$ cat config.mk
export PLATFORM = sky130hd
export DESIGN_NAME = lcd_line_frame_timing
export DESIGN_NICKNAME = d
export VERILOG_FILES = /design/src/rtl/lcdt_pkg.sv /design/src/rtl/lcdt_state.sv /design/src/rtl/lcd_line_frame_timing.sv
export SDC_FILE = /design/constraint.sdc
export NUM_CORES = 1
export LEC_CHECK = 0
export BUFFER_PORTS_ARGS = -buffer_cell sky130_fd_sc_hd__buf_2
export CORE_MARGIN = 3
export CORE_UTILIZATION = 40
export CTS_CLUSTER_SIZE = 12
export DETAILED_ROUTE_END_ITERATION = 10
export PLACE_DENSITY = 0.64
export SYNTH_ARGS = -nofsm -noshare
export SYNTH_HDL_FRONTEND = slang
export SYNTH_HIERARCHICAL = 1
export SYNTH_SLANG_ARGS = --single-unit
$ cat constraint.sdc
create_clock -name i_clk -period 1.88 [get_ports i_clk]
set_input_delay 0.188 -clock i_clk [delete_from_list [all_inputs] [get_ports i_clk]]
set_output_delay 0.188 -clock i_clk [all_outputs]
set_load 0.005 [all_outputs]
$ cat src/rtl/lcdt_pkg.sv
// Package with shared constants, codes and types for the LCD line and frame timing block.
`timescale 1ns / 1ps
`default_nettype none

package lcdt_pkg;

    localparam int COL_W  = 7;
    localparam int LINE_W = 8;
    localparam int DATA_W = 8;

    localparam logic [COL_W-1:0]  LAST_COLUMN = COL_W'(113);
    localparam logic [LINE_W-1:0] LAST_LINE   = LINE_W'(153);

    // Columns at which the control pin is strobed low.
    localparam logic [COL_W-1:0] STROBE_COL_A = COL_W'(0);
    localparam logic [COL_W-1:0] STROBE_COL_B = COL_W'(7);
    localparam logic [COL_W-1:0] STROBE_COL_C = COL_W'(45);
    localparam logic [COL_W-1:0] STROBE_COL_D = COL_W'(83);

    typedef enum logic [1:0] {
        ACT_TICK      = 2'd0,
        ACT_RD_LINE   = 2'd1,
        ACT_RD_CMP    = 2'd2,
        ACT_WR_CMP    = 2'd3
    } t_action;

    typedef struct packed {
        logic [DATA_W-1:0] read_data;
        logic [LINE_W-1:0] line_number;
        logic [COL_W-1:0]  column_count;
        logic              line_match;
        logic              in_vblank;
        logic              line_end_pulse;
        logic              visible_line_end;
        logic              control_pin;
        logic              latch_pin;
        logic              alternate_pin;
        logic              vsync_pin;
    } t_result;

    // True when both vertical blank bits of a line number are set.
    function automatic logic vblank_bits(input logic [LINE_W-1:0] l);
        return l[7] & l[4];
    endfunction

    function automatic logic is_strobe_column(input logic [COL_W-1:0] c);
        return (c == STROBE_COL_A) || (c == STROBE_COL_B) ||
               (c == STROBE_COL_C) || (c == STROBE_COL_D);
    endfunction

endpackage

`default_nettype wire

$ cat src/rtl/lcdt_state.sv
// Timing counters, flags and compare register with their next-state and result logic.
`timescale 1ns / 1ps
`default_nettype none

module lcdt_state
    import lcdt_pkg::*;
(
    input  wire logic              i_clk,
    input  wire logic              i_rst_n,
    input  wire logic              i_step,
    input  wire t_action           i_action,
    input  wire logic [DATA_W-1:0] i_write_data,
    input  wire logic              i_div_bit6,
    input  wire logic              i_div_bit7,
    input  wire logic              i_lcd_enable,
    output t_result                o_result
);

    logic [COL_W-1:0]  r_column,    n_column;
    logic [LINE_W-1:0] r_line,      n_line;
    logic [DATA_W-1:0] r_cmp,       n_cmp;
    logic r_line_end,  n_line_end;
    logic r_vblank,    n_vblank;
    logic r_line_par,  n_line_par;
    logic r_frame_par, n_frame_par;
    logic r_match,     n_match;
    logic r_strobe,    n_strobe;
    logic r_first,     n_first;
    logic r_vis_end,   n_vis_end;

    logic              wrap;
    logic              last_line;
    logic [LINE_W-1:0] step_line;
    logic              step_vb;
    logic [DATA_W-1:0] rd;

    always_comb begin
        wrap      = (r_column >= LAST_COLUMN);
        last_line = (r_line == LAST_LINE);
        step_line = last_line ? '0 : r_line + LINE_W'(1);
        step_vb   = vblank_bits(step_line);

        n_column    = r_column;
        n_line      = r_line;
        n_cmp       = r_cmp;
        n_line_end  = r_line_end;
        n_vblank    = r_vblank;
        n_line_par  = r_line_par;
        n_frame_par = r_frame_par;
        n_match     = r_match;
        n_strobe    = r_strobe;
        n_first     = r_first;
        n_vis_end   = r_vis_end;
        rd          = '0;

        unique case (i_action)
            ACT_TICK: begin
                n_match = (r_line == r_cmp);
                if (wrap) begin
                    n_column   = '0;
                    n_line     = step_line;
                    n_line_par = ~r_line_par;
                    // The frame parity flips on entry into vertical blank.
                    if (step_vb && !r_vblank) begin
                        n_frame_par = ~r_frame_par;
                    end
                    n_vblank = step_vb;
                    n_first  = (step_line == '0);
                end else begin
                    n_column = r_column + COL_W'(1);
                end
                n_line_end = (n_column == LAST_COLUMN);
                n_vis_end  = n_line_end & ~vblank_bits(n_line);
                n_strobe   = is_strobe_column(n_column);
            end
            ACT_RD_LINE: begin
                rd = r_line;
            end
            ACT_RD_CMP: begin
                rd = r_cmp;
            end
            ACT_WR_CMP: begin
                n_cmp = i_write_data;
            end
            default: begin
                rd = '0;
            end
        endcase

        o_result.read_data        = rd;
        o_result.line_number      = n_line;
        o_result.column_count     = n_column;
        o_result.line_match       = n_match;
        o_result.in_vblank        = n_vblank;
        o_result.line_end_pulse   = n_line_end;
        o_result.visible_line_end = n_vis_end;
        o_result.control_pin      = ~(n_strobe | n_line_end);
        o_result.latch_pin        = i_lcd_enable ? ~n_line_end : ~i_div_bit6;
        o_result.alternate_pin    = i_lcd_enable ? ~(n_line_par ^ n_frame_par) : ~i_div_bit7;
        o_result.vsync_pin        = ~n_first;
    end

    always_ff @(posedge i_clk) begin
        if (!i_rst_n) begin
            r_column    <= '0;
            r_line      <= '0;
            r_cmp       <= '0;
            r_line_end  <= 1'b0;
            r_vblank    <= 1'b0;
            r_line_par  <= 1'b0;
            r_frame_par <= 1'b0;
            r_match     <= 1'b0;
            r_strobe    <= 1'b0;
            r_first     <= 1'b0;
            r_vis_end   <= 1'b0;
        end else if (i_step) begin
            r_column    <= n_column;
            r_line      <= n_line;
            r_cmp       <= n_cmp;
            r_line_end  <= n_line_end;
            r_vblank    <= n_vblank;
            r_line_par  <= n_line_par;
            r_frame_par <= n_frame_par;
            r_match     <= n_match;
            r_strobe    <= n_strobe;
            r_first     <= n_first;
            r_vis_end   <= n_vis_end;
        end
    end

endmodule

`default_nettype wire

$ cat src/rtl/lcd_line_frame_timing.sv
// Top level of the LCD scanline and frame timing generator with line compare.
//
//  channel   direction  handshake                payload
//  -------   ---------  -----------------------  ------------------------------------
//  input     in         i_valid / o_ready        i_action, i_write_data, i_div_bit6/7
//  result    out        o_valid / i_ready        o_read_data ... o_vsync_pin
//  config    in         i_cfg_valid / o_cfg_ready i_cfg_lcd_enable
//
// For every word, the counters and flags are updated at the edge
// that accepts the word, and its result appears in the output register on the
// next cycle. A new word is accepted every cycle while the result register is
// empty or being drained, so stalls on the result side hold the input side only
// as long as that one register stays full. Reset is synchronous and clears all
// counters, flags, the compare value and the display enable. The config port is
// always ready.
`timescale 1ns / 1ps
`default_nettype none

module lcd_line_frame_timing
    import lcdt_pkg::*;
(
    input  wire logic              i_clk,
    input  wire logic              i_rst_n,

    input  wire logic              i_valid,
    output logic                   o_ready,
    input  wire logic [1:0]        i_action,
    input  wire logic [DATA_W-1:0] i_write_data,
    input  wire logic              i_div_bit6,
    input  wire logic              i_div_bit7,

    input  wire logic              i_cfg_valid,
    output logic                   o_cfg_ready,
    input  wire logic              i_cfg_lcd_enable,

    output logic                   o_valid,
    input  wire logic              i_ready,
    output logic [DATA_W-1:0]      o_read_data,
    output logic [LINE_W-1:0]      o_line_number,
    output logic [COL_W-1:0]       o_column_count,
    output logic                   o_line_match,
    output logic                   o_in_vblank,
    output logic                   o_line_end_pulse,
    output logic                   o_visible_line_end,
    output logic                   o_control_pin,
    output logic                   o_latch_pin,
    output logic                   o_alternate_pin,
    output logic                   o_vsync_pin
);

    logic    r_lcd_enable;
    logic    r_valid;
    t_result r_res;
    t_result step_res;
    logic    accept;

    // The result register is free when empty or when its word leaves this cycle.
    assign o_ready     = ~r_valid | i_ready;
    assign accept      = i_valid & o_ready;
    assign o_cfg_ready = 1'b1;

    always_ff @(posedge i_clk) begin
        if (!i_rst_n) begin
            r_lcd_enable <= 1'b0;
        end else if (i_cfg_valid) begin
            r_lcd_enable <= i_cfg_lcd_enable;
        end
    end

    lcdt_state u_state (
        .i_clk        (i_clk),
        .i_rst_n      (i_rst_n),
        .i_step       (accept),
        .i_action     (t_action'(i_action)),
        .i_write_data (i_write_data),
        .i_div_bit6   (i_div_bit6),
        .i_div_bit7   (i_div_bit7),
        .i_lcd_enable (r_lcd_enable),
        .o_result     (step_res)
    );

    always_ff @(posedge i_clk) begin
        if (!i_rst_n) begin
            r_valid <= 1'b0;
        end else if (o_ready) begin
            r_valid <= i_valid;
        end
    end

    // Payload needs no reset; it is only looked at while r_valid is set.
    always_ff @(posedge i_clk) begin
        if (accept) begin
            r_res <= step_res;
        end
    end

    assign o_valid            = r_valid;
    assign o_read_data        = r_res.read_data;
    assign o_line_number      = r_res.line_number;
    assign o_column_count     = r_res.column_count;
    assign o_line_match       = r_res.line_match;
    assign o_in_vblank        = r_res.in_vblank;
    assign o_line_end_pulse   = r_res.line_end_pulse;
    assign o_visible_line_end = r_res.visible_line_end;
    assign o_control_pin      = r_res.control_pin;
    assign o_latch_pin        = r_res.latch_pin;
    assign o_alternate_pin    = r_res.alternate_pin;
    assign o_vsync_pin        = r_res.vsync_pin;

endmodule

`default_nettype wire
## Word level (Yosys, flattened, before mapping)

Cells that the tools add are included.

| word-level totals | value |
|---|---|
| input port bits | 18 |
| output and inout bits | 34 |
| logic and storage cells | 85 |
| bits in registers | 64 |

| cells by class | value |
|---|---|
| reduce and logical (&&, ||, !) cells | 9 |
| $lt $le $gt $ge | 1 |
| $add $sub $neg | 2 |
| equality and inequality tests | 9 |
| bitwise logic cells | 17 |
| mux-type cells | 23 |

Operator list:

| kind | number |
|---|---|
| $mux 8 | 4 |
| $mux 7 | 3 |
| $pmux 8 s2 | 1 |
| $mux 1 | 15 |
| $eq 7x7->1 const B | 2 |
| $not 1->1 | 10 |
| $add 8x1->8 const B | 1 |
| $eq 8x8->1 | 1 |
| $eq 8x8->1 const B | 1 |
| $logic_not 8->1 | 1 |
| $add 7x1->7 const B | 1 |
| $eq 7x3->1 const B | 1 |
| $eq 7x6->1 const B | 1 |
| $ge 7x7->1 const B | 1 |
| $logic_not 7->1 | 1 |
| $and 1x1->1 | 4 |
| $eq 2x2->1 const B | 2 |
| $logic_or 1x1->1 | 3 |
| $eq 2x1->1 const B | 1 |
| $logic_not 2->1 | 1 |
| $or 1x1->1 | 2 |
| $reduce_and 2->1 | 1 |
| $logic_and 1x1->1 | 1 |
| $logic_not 1->1 | 1 |
| $xor 1x1->1 | 1 |

## Longest topological paths before layout

Gate-level depths: netlist of the first run.

| depth | value |
|---|---|
| word-level depth | 10 |
| gate-level depth with buffers | 8 |
| gate-level depth less buffers | 7 |

## Cells and area by module

The synthesis of the first run kept the hierarchy.

By module, submodules not included:

| module | area each (µm²) | cells each | instances | sequential area each (µm²) |
|---|---|---|---|---|
| lcdt_state | 2388.5 | 315 | 1 | 620.6 |
| lcd_line_frame_timing | 1036.0 | 41 | 1 | 970.9 |

## Worst setup path before layout of the first run

No wires, ideal clock.

| timing | value |
|---|---|
| path kind | register to register |
| from | reg r_valid, in the netlist o_valid |
| to | reg u_state.r_line[6] |
| path slack | -110 ps |
| path buffers | 1 |
| required time | 1752 ps |
| stages on the path, launching flop included | 8 |
| period minus slack after synthesis | 1990 ps |
| library setup time | 128 ps |
| data arrival time | 1863 ps |
| cells stage by stage | dfxtp_1 > nand2b_4 > and2_4 > clkbuf_1 > clkinv_1 > nor4_1 > xnor2_1 > nor2_1 |

| between the ends | value |
|---|---|
| longest elaborated chain between the ends | 3 |

RTL lines:

| item | line | source |
|---|---|---|
| start, declared | lcd_line_frame_timing.sv:52 | `logic r_valid;` |
| start signal, assigned | lcd_line_frame_timing.sv:86 | `r_valid <= i_valid;` |
| $not 1->1 | lcd_line_frame_timing.sv:58 | `assign o_ready = ~r_valid \| i_ready;` |
| $or 1x1->1 | lcd_line_frame_timing.sv:58 |  |
| named net o_ready | lcd_line_frame_timing.sv:26 | `output logic o_ready,` |
| $and 1x1->1 | lcd_line_frame_timing.sv:59 | `assign accept = i_valid & o_ready;` |
| named net accept | lcd_line_frame_timing.sv:55 | `logic accept;` |
| end signal, assigned | lcdt_state.sv:118 | `r_line <= n_line;` |
| end, declared | lcdt_state.sv:20 | `logic [LINE_W-1:0] r_line, n_line;` |

The timed path passes the listed nets, and every way through them passes these cells.
A chain may end at the register's enable or synchronous reset.

==> key figures, run 1 <==
Cells and area
  – Fin nets: 469
  – Finished Core Util: 53.52%
  – Fillcell total: 746
  – Share of cells above drive strength 1: 36.83%
  – Area added between synthesis and finish: 29.05%
  – Antenna diode count: 0

Global routing
  – Total gr overflow: 0
  – First-pass GRT wire length: 12700 um
  – Largest net degree at the start of global routing: 43
  – Vias in the first global route: 2665
  – All-layer global routing usage: 16.48%
  – Initial antenna violation count: 0

Clock network
  – Clock sink count: 64
  – Worst-path clk slew: 0.07 ns
  – Htree depth: 3
  – CTS hold repair buffers: 0
  – Clock latency on the worst-skew pair: 0.35 ns
  – Longest Clk Path Bufs: 2
  – TritonCTS buffer count: 9
  – CTS tree: yes
  – Root Driver: clkbuf_8

STA
  – Skew final: 0.01039 ns
  – FMAX: 533.3 MHz
  – Fin crit period: 1.875 ns
  – Final setup fails: 0
  – RSZ-0062 raised after global routing: yes
  – Final hold viol count: 0
  – Setup TNS Final: 0 ns
  – WHS: 0.08620 ns
  – Max Slew Vio Count: 0
  – Period utilisation layout: 99.73%

Floorplan
  – Initial Util: 41.47%
  – Die width: 98.53 um
  – Top Ports: 52
  – Die Y: 98.53 um
  – Num rows: 33
  – Placeable Area: 8258 um2
  – Die area: 9707 um2

Yosys
  – Mapped cell area: 3425 um2
  – Cell taking the most area after synthesis: edfxtp_1
  – Combinational family with the most area after synthesis: simple AND/OR/NAND/NOR gates
  – Post-synthesis sequential area ratio: 46.47%
  – Compound-Gate Fraction of Synth Area: 17.87%
  – Mean cell area of the mapped netlist: 9.619 um2
  – YS warnings: 6
  – Mux share of post-synthesis cell area: 1.754%
  – Post-synthesis register bit count: 64
  – Synth area leaders: edfxtp_1 (27%), dfxtp_1 (19%), nand2_1 (3.8%)
  – Post-Synthesis Cells: 356
  – EDFF count, synth: 31
  – Post-synth net total: 382
  – Synth Area in Adders: 2.923%
  – Commonest register cell after synthesis: dfxtp_1
  – Top-area cell type share of the netlist area: 27.18%
  – Post-synthesis async set-or-reset flop share: 0%
  – Synth Area in Simple Gates: 19.00%
  – Post-Synth XOR/XNOR Area: 5.371%
  – Yosys cell types: 59
  – Post-synth top cells: nand2_1 (35), dfxtp_1 (33), edfxtp_1 (31)
  – Cell with the most instances after synthesis: nand2_1

Job
  – Max_cap viols: 0

Detailed routing
  – Wirelength per Cell: 14.46 um
  – Drt total wl: 7996 um
  – DRT Pass-1 Iters: 4
  – Drt initial violations: 132
  – Post-DRT Antenna Nets: 0
  – Vias/cell: 5.246
  – DRC Markers: 0
  – Routed vias: 2901

Hold path
  – Hold path cells: 3
  – Hold Path Sink: o_valid
  – Worst min path class: in -> reg
  – Hold path start: i_valid

Worst setup path
  – Reg2reg setup slack: 0.005 ns
  – Critical path startpoint category: flop
  – CP max FO: 5
  – Critical Path RT: 1.98 ns
  – Worst Path Arrival: 1.98 ns
  – R2R depth: 5
  – Worst stage delay on the critical path: 0.58 ns
  – CP Capture Type: flop
  – R2R Path End: o_latch_pin
  – CP max stage cell: or4_4
  – Crit Path Class: reg -> reg
  – Worst R2R Start: u_state/r_column[0]
  – Critical path cell sequence: or4_4 > o211ai_2 > nor4b_4 > a21oi_2 > a21o_1

Pwr
  – Leakage Power: 1.720 nW
  – Power, Total: 0.003008 W
  – Pwr/cell area: 680.7 nW/um2
  – Max IR drop VDD: 288.6 uV

Placement
  – RePlAce Congestion: 0.9045
  – Dpl hpwl: 5684 um
  – Port bufs: 50

Run status
  – Outcome: finished clean
-- power breakdown --
| group | total (W) | switching, W | leakage (nW) | internal [W] |
|---|---|---|---|---|
| combinational | 0.000393 | 0.000200 | 1.05 | 0.000193 |
| sequential | 0.00157 | 0.0000384 | 0.580 | 0.00153 |
| clock | 0.00105 | 0.000544 | 0.0895 | 0.000504 |
| total | 0.00301 | 0.000782 | 1.72 | 0.00223 |
-- worst max-delay path: cells and delay by family, from the launching register on --
family	cells	cell delay (ns)
simple gates	2	0.85
compound gates	3	0.41
flops	1	0.37
-- kinds of logic after synthesis --
kind of cell | after synthesis
buffers and inverters | 46
AND/OR/NAND/NOR | 123
AO/OA/AOI/OAI | 87
multiplexers | 6
XOR/XNOR | 21
flip-flops | 64
adder cells (fa/ha/maj) | 8
other | 1
-- worst max path at each step --
stage	startpoint	endpoint	slack [ns]
global route	u_state/r_column[0]	o_latch_pin	-0.08
floorplan	o_valid	u_state/r_line[6]	0.0002
global placement	u_state/r_column[1]	o_latch_pin	-0.08
detailed placement	u_state/r_column[1]	o_latch_pin	-0.16
finish	u_state/r_column[0]	o_latch_pin	0.005
CTS	u_state/r_column[0]	o_latch_pin	-0.04
-- per-stage QoR --
step           instances  area, um2  worst slack [ns]
2_1_floorplan        356       3432         0.0001570
3_3_place_gp         532       4049          -0.08139
3_5_place_dp         532       4049           -0.1594
4_1_cts              549       4283          -0.04354
5_1_grt              553       4419          -0.07580
6_report             553       4419          0.005041
-- cell type report --
class	count	area (um2)	share of cell area [%]
clock buffers	10	137.6	3.114
multi-input cells	246	1733	39.21
well taps	105	131.4	2.973
clock inverters	6	35.03	0.7928
repair buffers	107	718.2	16.25
inverters	15	56.30	1.274
flip-flops and latches	64	1608	36.38
-- flip-flops by register name, indices dropped and copies added, names as in the netlist, 7 cells and up --
signal / cells
o_column_count: 7
o_line_number: 8
o_read_data: 8
u_state/r_cmp: 8
u_state/r_column: 7
u_state/r_line: 8
-- placed cells by master, fill, tap and decap left out, types with 5 or more instances in the layout --
cell,instances
xor2_1,8
mux2i_1,6
ha_1,5
a21oi_1,18
buf_4,51
o21ai_0,17
nor3_1,8
a22oi_1,8
inv_1,12
a211oi_1,5
nor2_1,15
nand2_1,33
clkbuf_8,10
dfxtp_1,26
xnor2_1,12
nand3_1,18
edfxtp_1,31
buf_2,50
o21ba_2,5
nor2b_1,10
-- layer usage --
| metal | part of all wire [%] | wire [um] | track usage (%) |
|---|---|---|---|
| met3 | 5.6 | 444 | 4.317 |
| met5 | 0 | 0 | 0 |
| met2 | 47 | 3791 | 25.43 |
| met1 | 45 | 3605 | 21.42 |
| met4 | 1.9 | 155 | 8.193 |
-- repair_timing --
item | CTS | global route
resized for setup | 11 | 27
endpoints found under the setup margin | 14 | 20
pin swaps | 3 | 9
cloned | 0 | 0
buffers inserted | 1 | 4
(Power assumes the default switching activity.)
==> run 2: changes to the inputs <==
--- a/config.mk
+++ b/config.mk
@@ -6,11 +6,12 @@
 export NUM_CORES = 1
 export LEC_CHECK = 0
 export BUFFER_PORTS_ARGS = -buffer_cell sky130_fd_sc_hd__buf_2
-export CORE_MARGIN = 3
-export CORE_UTILIZATION = 40
+export CELL_PAD_IN_SITES_DETAIL_PLACEMENT = 1
+export CELL_PAD_IN_SITES_GLOBAL_PLACEMENT = 2
+export CORE_UTILIZATION = 32
 export CTS_CLUSTER_SIZE = 12
 export DETAILED_ROUTE_END_ITERATION = 10
-export PLACE_DENSITY = 0.64
+export PLACE_DENSITY = 0.78
 export SYNTH_ARGS = -nofsm -noshare
 export SYNTH_HDL_FRONTEND = slang
 export SYNTH_HIERARCHICAL = 1
==> run 2 against run 1 <==
  * The run now ends with negative setup slack left
  * Sequential share of layout area is 1.7 points lower
  * Global-route usage is 2.2 points higher
  * Clock-buffer cell count is 2 higher
  * Largest cell class unchanged
  * Largest power group unchanged
  * Highest routed layer unchanged
==> key figures, run 2 (synthesized netlist as in run 1, its figures left out) <==
Worst setup path
  – R2R Path End: o_line_number[5]
  – Critical path startpoint category: flop
  – Worst Path Buf+Inv: 2
  – Critical path cell sequence: or4_4 > buf_6 > o211ai_4 > buf_12 > nor3_4 > xor2_1
  – Worst R2R Start: u_state/r_column[1]
  – Worst Path Arrival: 2.02 ns
  – Critical Path RT: 1.99 ns
  – CP Capture Type: flop
  – R2R depth: 6
  – CP max stage cell: or4_4
  – CP max FO: 7
  – Reg2reg setup slack: -0.03 ns
  – Family with the most delay on the worst path: simple AND/OR/NAND/NOR gates
  – Crit Path Class: reg -> reg
  – Worst stage delay on the critical path: 0.57 ns

Detailed routing
  – DRT Pass-1 Iters: 4
  – Vias/cell: 5.069
  – Wirelength per Cell: 16.55 um
  – Post-DRT Antenna Nets: 0
  – DRC Markers: 0
  – Drt total wl: 9763 um
  – Drt initial violations: 135
  – Routed vias: 2991

Floorplan
  – Die area: 11120 um2
  – Num rows: 37
  – Die width: 105.5 um
  – Initial Util: 33.02%
  – Die Y: 105.5 um
  – Top Ports: 52
  – Placeable Area: 10370 um2

STA
  – Skew final: 0.01175 ns
  – WHS: 0.07742 ns
  – Period utilisation layout: 101.7%
  – Worst setup margin: -0.03236 ns
  – Fin crit period: 1.912 ns
  – Max Slew Vio Count: 0
  – RSZ-0062 raised after global routing: yes
  – Final hold viol count: 0
  – Final setup fails: 6
  – FMAX: 522.9 MHz

Clock network
  – TritonCTS buffer count: 9
  – Longest Clk Path Bufs: 2
  – Clock sink count: 64
  – Root Driver: clkbuf_8
  – CTS hold repair buffers: 0
  – Clock latency on the worst-skew pair: 0.36 ns
  – Htree depth: 3
  – Worst-path clk slew: 0.07 ns
  – CTS tree: yes

Cells and area
  – Finished Core Util: 44.72%
  – Fin nets: 475
  – Share of cells above drive strength 1: 39.87%
  – Area of the multi-input gates: 1831 um2
  – Sequential Area: 1608 um2
  – Post-route cell area: 4637 um2
  – Antenna diode count: 0
  – Most frequent cells in the layout: buf_4 (56), buf_2 (50), nand2_1 (33)
  – Area added between synthesis and finish: 35.40%
  – Commonest non-fill, non-tap cell in the layout: buf_4
  – Fillcell total: 1202

Placement
  – RePlAce Congestion: 0.8110
  – Dpl hpwl: 6887 um
  – DP Area: 4155 um2
  – Port bufs: 50

Global routing
  – Largest net degree at the start of global routing: 26
  – All-layer global routing usage: 18.72%
  – Initial antenna violation count: 0
  – First-pass GRT wire length: 15800 um
  – Vias in the first global route: 3099
  – Total gr overflow: 0

Hold path
  – Hold path start: i_valid
  – Hold path cells: 3
  – Worst min path class: in -> reg
  – Hold Path Sink: o_valid

Pwr
  – Max IR drop VDD: 295.4 uV
  – Leakage Power: 1.826 nW
  – Pwr/cell area: 715.9 nW/um2

Run status
  – Failing checks: negative setup slack
  – Outcome: finished with violations

Job
  – Max_cap viols: 0
==> run 2: worst reg2reg max path: stages, from the launching register on <==
cell      delay [ns]
dfxtp_4         0.36
or4_4           0.57
buf_6           0.15
o211ai_4        0.24
buf_12          0.18
nor3_4          0.04
xor2_1          0.13
==> run 2: metrics by stage <==
| stage | setup TNS (ns) | instances | power (W) | worst slack (ns) |
|---|---|---|---|---|
| 6_report | -0.1525 | 590 | 0.003320 | -0.03236 |
| 4_1_cts | -0.2001 | 588 | 0.003336 | -0.03812 |
| 3_5_place_dp | -1.018 | 572 | 0.001977 | -0.1324 |
| 5_1_grt | -1.151 | 590 | 0.003459 | -0.1361 |
| 2_1_floorplan | 0 | 356 | 0.001803 | 0.0001570 |
| 3_3_place_gp | -0.3201 | 572 | 0.001966 | -0.05669 |
==> run 2: worst max path at each step <==
| stage | startpoint | endpoint | slack, ns | cells after the start |
|---|---|---|---|---|
| 2_1_floorplan | o_valid | u_state/r_line[6] | 0.0002 | 7 |
| 3_3_place_gp | i_action[0] | u_state/r_line[0] | -0.06 | 9 |
| 3_5_place_dp | i_action[0] | u_state/r_line[0] | -0.13 | 9 |
| 4_1_cts | u_state/r_column[1] | o_control_pin | -0.04 | 7 |
| 5_1_grt | u_state/r_column[0] | o_control_pin | -0.14 | 7 |
| 6_report | u_state/r_column[1] | o_line_number[5] | -0.03 | 6 |
==> run 2: final cells by class <==
class	count	area share, %
clock inverter	4	1.484
inverter	15	1.214
tap	136	3.670
multi-input combinational	246	39.48
sequential	64	34.67
clock buffer	12	3.130
timing repair buffer	113	16.35
==> run 2: repair_timing <==
| item | CTS | global route |
|---|---|---|
| pin swaps | 7 | 14 |
| setup buffers | 0 | 2 |
| setup endpoints to repair | 21 | 29 |
| resized for setup | 32 | 27 |
==> run 2: metal layers <==
layer  global-route usage [%]  vias to the layer above  share of wire [%]
met4                    10.16                        0                2.6
li1                         -                     1458                  -
met3                    3.092                       18                3.7
met5                        0                        -                  0
met2                    30.08                       59                 46
met1                    23.98                     1456                 47
==> run 2: where the power goes <==
part,total (W),switching (W),internal (W),leakage [nW]
Sequential,0.00157,0.0000455,0.00153,0.580
Clock,0.00133,0.000553,0.000778,0.108
Combinational,0.000415,0.000217,0.000198,1.14
Total,0.00332,0.000815,0.00250,1.83
==> run 3: changes to the inputs <==
--- a/config.mk
+++ b/config.mk
@@ -5,11 +5,12 @@
 export SDC_FILE = /design/constraint.sdc
 export NUM_CORES = 1
 export LEC_CHECK = 0
+export ABC_AREA = 1
 export BUFFER_PORTS_ARGS = -buffer_cell sky130_fd_sc_hd__buf_2
 export CELL_PAD_IN_SITES_DETAIL_PLACEMENT = 1
 export CELL_PAD_IN_SITES_GLOBAL_PLACEMENT = 2
-export CORE_UTILIZATION = 32
-export CTS_CLUSTER_SIZE = 12
+export CORE_UTILIZATION = 30
+export CTS_CLUSTER_SIZE = 28
 export DETAILED_ROUTE_END_ITERATION = 10
 export PLACE_DENSITY = 0.78
 export SYNTH_ARGS = -nofsm -noshare
==> run 3 against run 2 <==
  * The run now ends clean
  * Global-route usage down 2.6 points
  * Clock skew down 0.0055 ns
  * Sequential cell count unchanged
  * Final cell count up 6.4%
  * Register-to-register slack better by 0.13 ns
  * Non-clock buffer count down 42
  * Clock power down 20%
  * Wire length down 11%
  * Sequential power up 4%
  * Final area down 11%
  * Total power down 3.2%
  * Largest power group unchanged
  * Highest routed layer unchanged
==> key figures, run 3 <==
Run status
  – Outcome: finished clean

STA
  – Setup TNS Final: 0 ns
  – Final hold viol count: 0
  – Skew final: 0.006207 ns
  – Final setup fails: 0
  – Period utilisation layout: 94.66%
  – Fin crit period: 1.780 ns
  – Tightest Pin Transition: 0.9323 ns
  – RSZ-0062 raised after global routing: yes
  – Max Slew Vio Count: 0
  – Slew HR: 37.78%
  – FMAX: 561.9 MHz
  – WHS: 0.07386 ns

Yosys
  – Post-synthesis sequential area ratio: 47.09%
  – YS warnings: 6
  – Post-synthesis register bit count: 64
  – Mapped cell area: 3379 um2
  – Post-synthesis async set-or-reset flop share: 0%
  – Synth Area in Simple Gates: 21.70%
  – Synth area leaders: edfxtp_1 (28%), dfxtp_1 (20%), nand2_1 (8.6%)
  – Cell taking the most area after synthesis: edfxtp_1
  – Post-synth net total: 449
  – Mux share of post-synthesis cell area: 0.2962%
  – Cell with the most instances after synthesis: nand2_1
  – Post-Synth XOR/XNOR Area: 2.073%
  – Top-area cell type share of the netlist area: 27.55%
  – Combinational family with the most area after synthesis: simple AND/OR/NAND/NOR gates
  – Commonest register cell after synthesis: dfxtp_1
  – Synth Area in Adders: 2.962%
  – Yosys cell types: 40
  – Post-synth top cells: nand2_1 (77), inv_1 (64), nor2_1 (39)
  – Post-Synthesis Cells: 423
  – Mean cell area of the mapped netlist: 7.989 um2
  – EDFF count, synth: 31
  – Compound-Gate Fraction of Synth Area: 14.03%

Floorplan
  – Num rows: 38
  – Die area: 11690 um2
  – Die Y: 108.1 um
  – Initial Util: 31.04%
  – Top Ports: 52
  – Die width: 108.1 um
  – Placeable Area: 10890 um2

Detailed routing
  – Post-DRT Antenna Nets: 0
  – Drt initial violations: 63
  – DRC Markers: 0
  – Drt total wl: 8660 um
  – Routed vias: 2940
  – DRT Pass-1 Iters: 4
  – Wirelength per Cell: 13.79 um
  – Vias/cell: 4.682

Placement
  – DP Area: 3822 um2
  – Dpl hpwl: 6232 um
  – Port bufs: 50
  – RePlAce Congestion: 0.8204

Worst setup path
  – Worst R2R Start: u_state/r_column[1]
  – R2R Path End: o_latch_pin
  – Worst stage delay on the critical path: 0.33 ns
  – CP Capture Type: flop
  – Critical path cell sequence: buf_6 > ha_4 > xnor2_2 > inv_1 > nand2_1 > nand2_1 > inv_1 > nand3_2 > o21ai_2 > mux2i_1
  – Crit. Startpoint: u_state/r_column[1]
  – CP max FO: 5
  – Worst Path Arrival: 1.87 ns
  – Crit Path Class: reg -> reg
  – Critical Path RT: 1.97 ns
  – R2R depth: 10
  – CP max stage cell: dfxtp_2
  – Reg2reg setup slack: 0.10 ns
  – CP endpoint: o_latch_pin
  – Critical path startpoint category: flop

Clock network
  – Worst-path clk slew: 0.06 ns
  – Root Driver: clkbuf_8
  – Clock sink count: 64
  – CTS tree: yes
  – Clock latency on the worst-skew pair: 0.34 ns
  – TritonCTS buffer count: 9
  – Htree depth: 3
  – Longest Clk Path Bufs: 2

Cells and area
  – Sequential Area: 1608 um2
  – Fin nets: 509
  – Commonest non-fill, non-tap cell in the layout: nand2_1
  – Most frequent cells in the layout: nand2_1 (76), inv_1 (62), buf_2 (50)
  – Post-route cell area: 4111 um2
  – Fillcell total: 1344
  – Area of the multi-input gates: 1471 um2
  – Share of cells above drive strength 1: 26.43%
  – Area added between synthesis and finish: 21.66%
  – Antenna diode count: 0

Global routing
  – First-pass GRT wire length: 14380 um
  – All-layer global routing usage: 16.11%
  – Largest net degree at the start of global routing: 48
  – Vias in the first global route: 2966
  – Initial antenna violation count: 0
  – Total gr overflow: 0

Pwr
  – Leakage Power: 1.919 nW
  – Pwr/cell area: 781.5 nW/um2
  – Max IR drop VDD: 292.9 uV

Hold path
  – Worst min path class: in -> reg

Job
  – Max_cap viols: 0
==> run 3: worst min-delay path by stage <==
stage / slack [ns] / startpoint / cells after the start / endpoint
3_5_place_dp: 0.43 / i_cfg_lcd_enable / 3 / r_lcd_enable
3_3_place_gp: 0.42 / i_cfg_lcd_enable / 3 / r_lcd_enable
5_1_grt: 0.11 / i_cfg_lcd_enable / 3 / r_lcd_enable
6_report: 0.07 / i_cfg_lcd_enable / 3 / r_lcd_enable
2_1_floorplan: 0.31 / i_rst_n / 2 / o_valid
4_1_cts: 0.06 / i_cfg_lcd_enable / 3 / r_lcd_enable
==> run 3: repair_timing <==
action | 4_1_cts | 5_1_grt
setup endpoints to repair | 3 | 10
resized for setup | 2 | 25
hold buffers | 0 | 0
setup buffers | 0 | 4
cloned | 0 | 1
pin swaps | 0 | 7
==> run 3: power breakdown <==
group	leakage (nW)	internal, W	total [W]	switching [W]
Clock	0.0850	0.000555	0.00106	0.000506
Sequential	0.584	0.00157	0.00163	0.0000645
Combinational	1.25	0.000201	0.000517	0.000316
Total	1.92	0.00233	0.00321	0.000887
==> run 3: cell families (layout without fill, tap and decap cells) <==
family	after synthesis	in the layout
simple gates	159	160
buf+inv	93	157
mux	1	1
fa+ha+maj	8	8
other cells	1	1
flops	64	64
compound gates	89	89
xor+xnor	8	8
==> run 3: stage by stage <==
stage | instances | setup WS (ns) | utilization [%] | power [W]
final | 628 | 0.1003 | 37.76 | 0.003213
after global routing | 628 | -0.04501 | 37.76 | 0.003394
after CTS | 623 | 0.001747 | 36.75 | 0.003253
after detailed placement | 607 | -0.007349 | 35.11 | 0.002163
after global placement | 607 | 0.03666 | 35.11 | 0.002150
after floorplan | 423 | 0.02563 | - | 0.001978
==> run 3: worst max-delay path, delay by kind of cell, from the launching register on <==
family                     cells  cell delay (ns)
AOI/OAI and AO/OA              1             0.12
xor gates and xnor gates       1             0.22
adders and majority gates      1             0.17
buffers and inverters          3             0.27
DFF                            1             0.33
muxes                          1             0.10
and+or+nand+nor                3             0.31
==> run 3: per-layer routing <==
| layer | global-route usage, % | vias up | wire [um] |
|---|---|---|---|
| li1 | - | 1478 | - |
| met1 | 19.89 | 1404 | 4018 |
| met2 | 27.39 | 45 | 4256 |
| met3 | 2.471 | 13 | 231 |
| met4 | 7.632 | 0 | 153 |
| met5 | 0 | - | 0 |
==> run 3: cell type report <==
cell class | count | share of cell area (%)
Tap cell | 140 | 4.261
Multi-Input combinational cell | 267 | 35.79
Inverter | 70 | 6.391
Clock buffer | 16 | 4.139
Sequential cell | 64 | 39.11
Timing Repair Buffer | 71 | 10.32
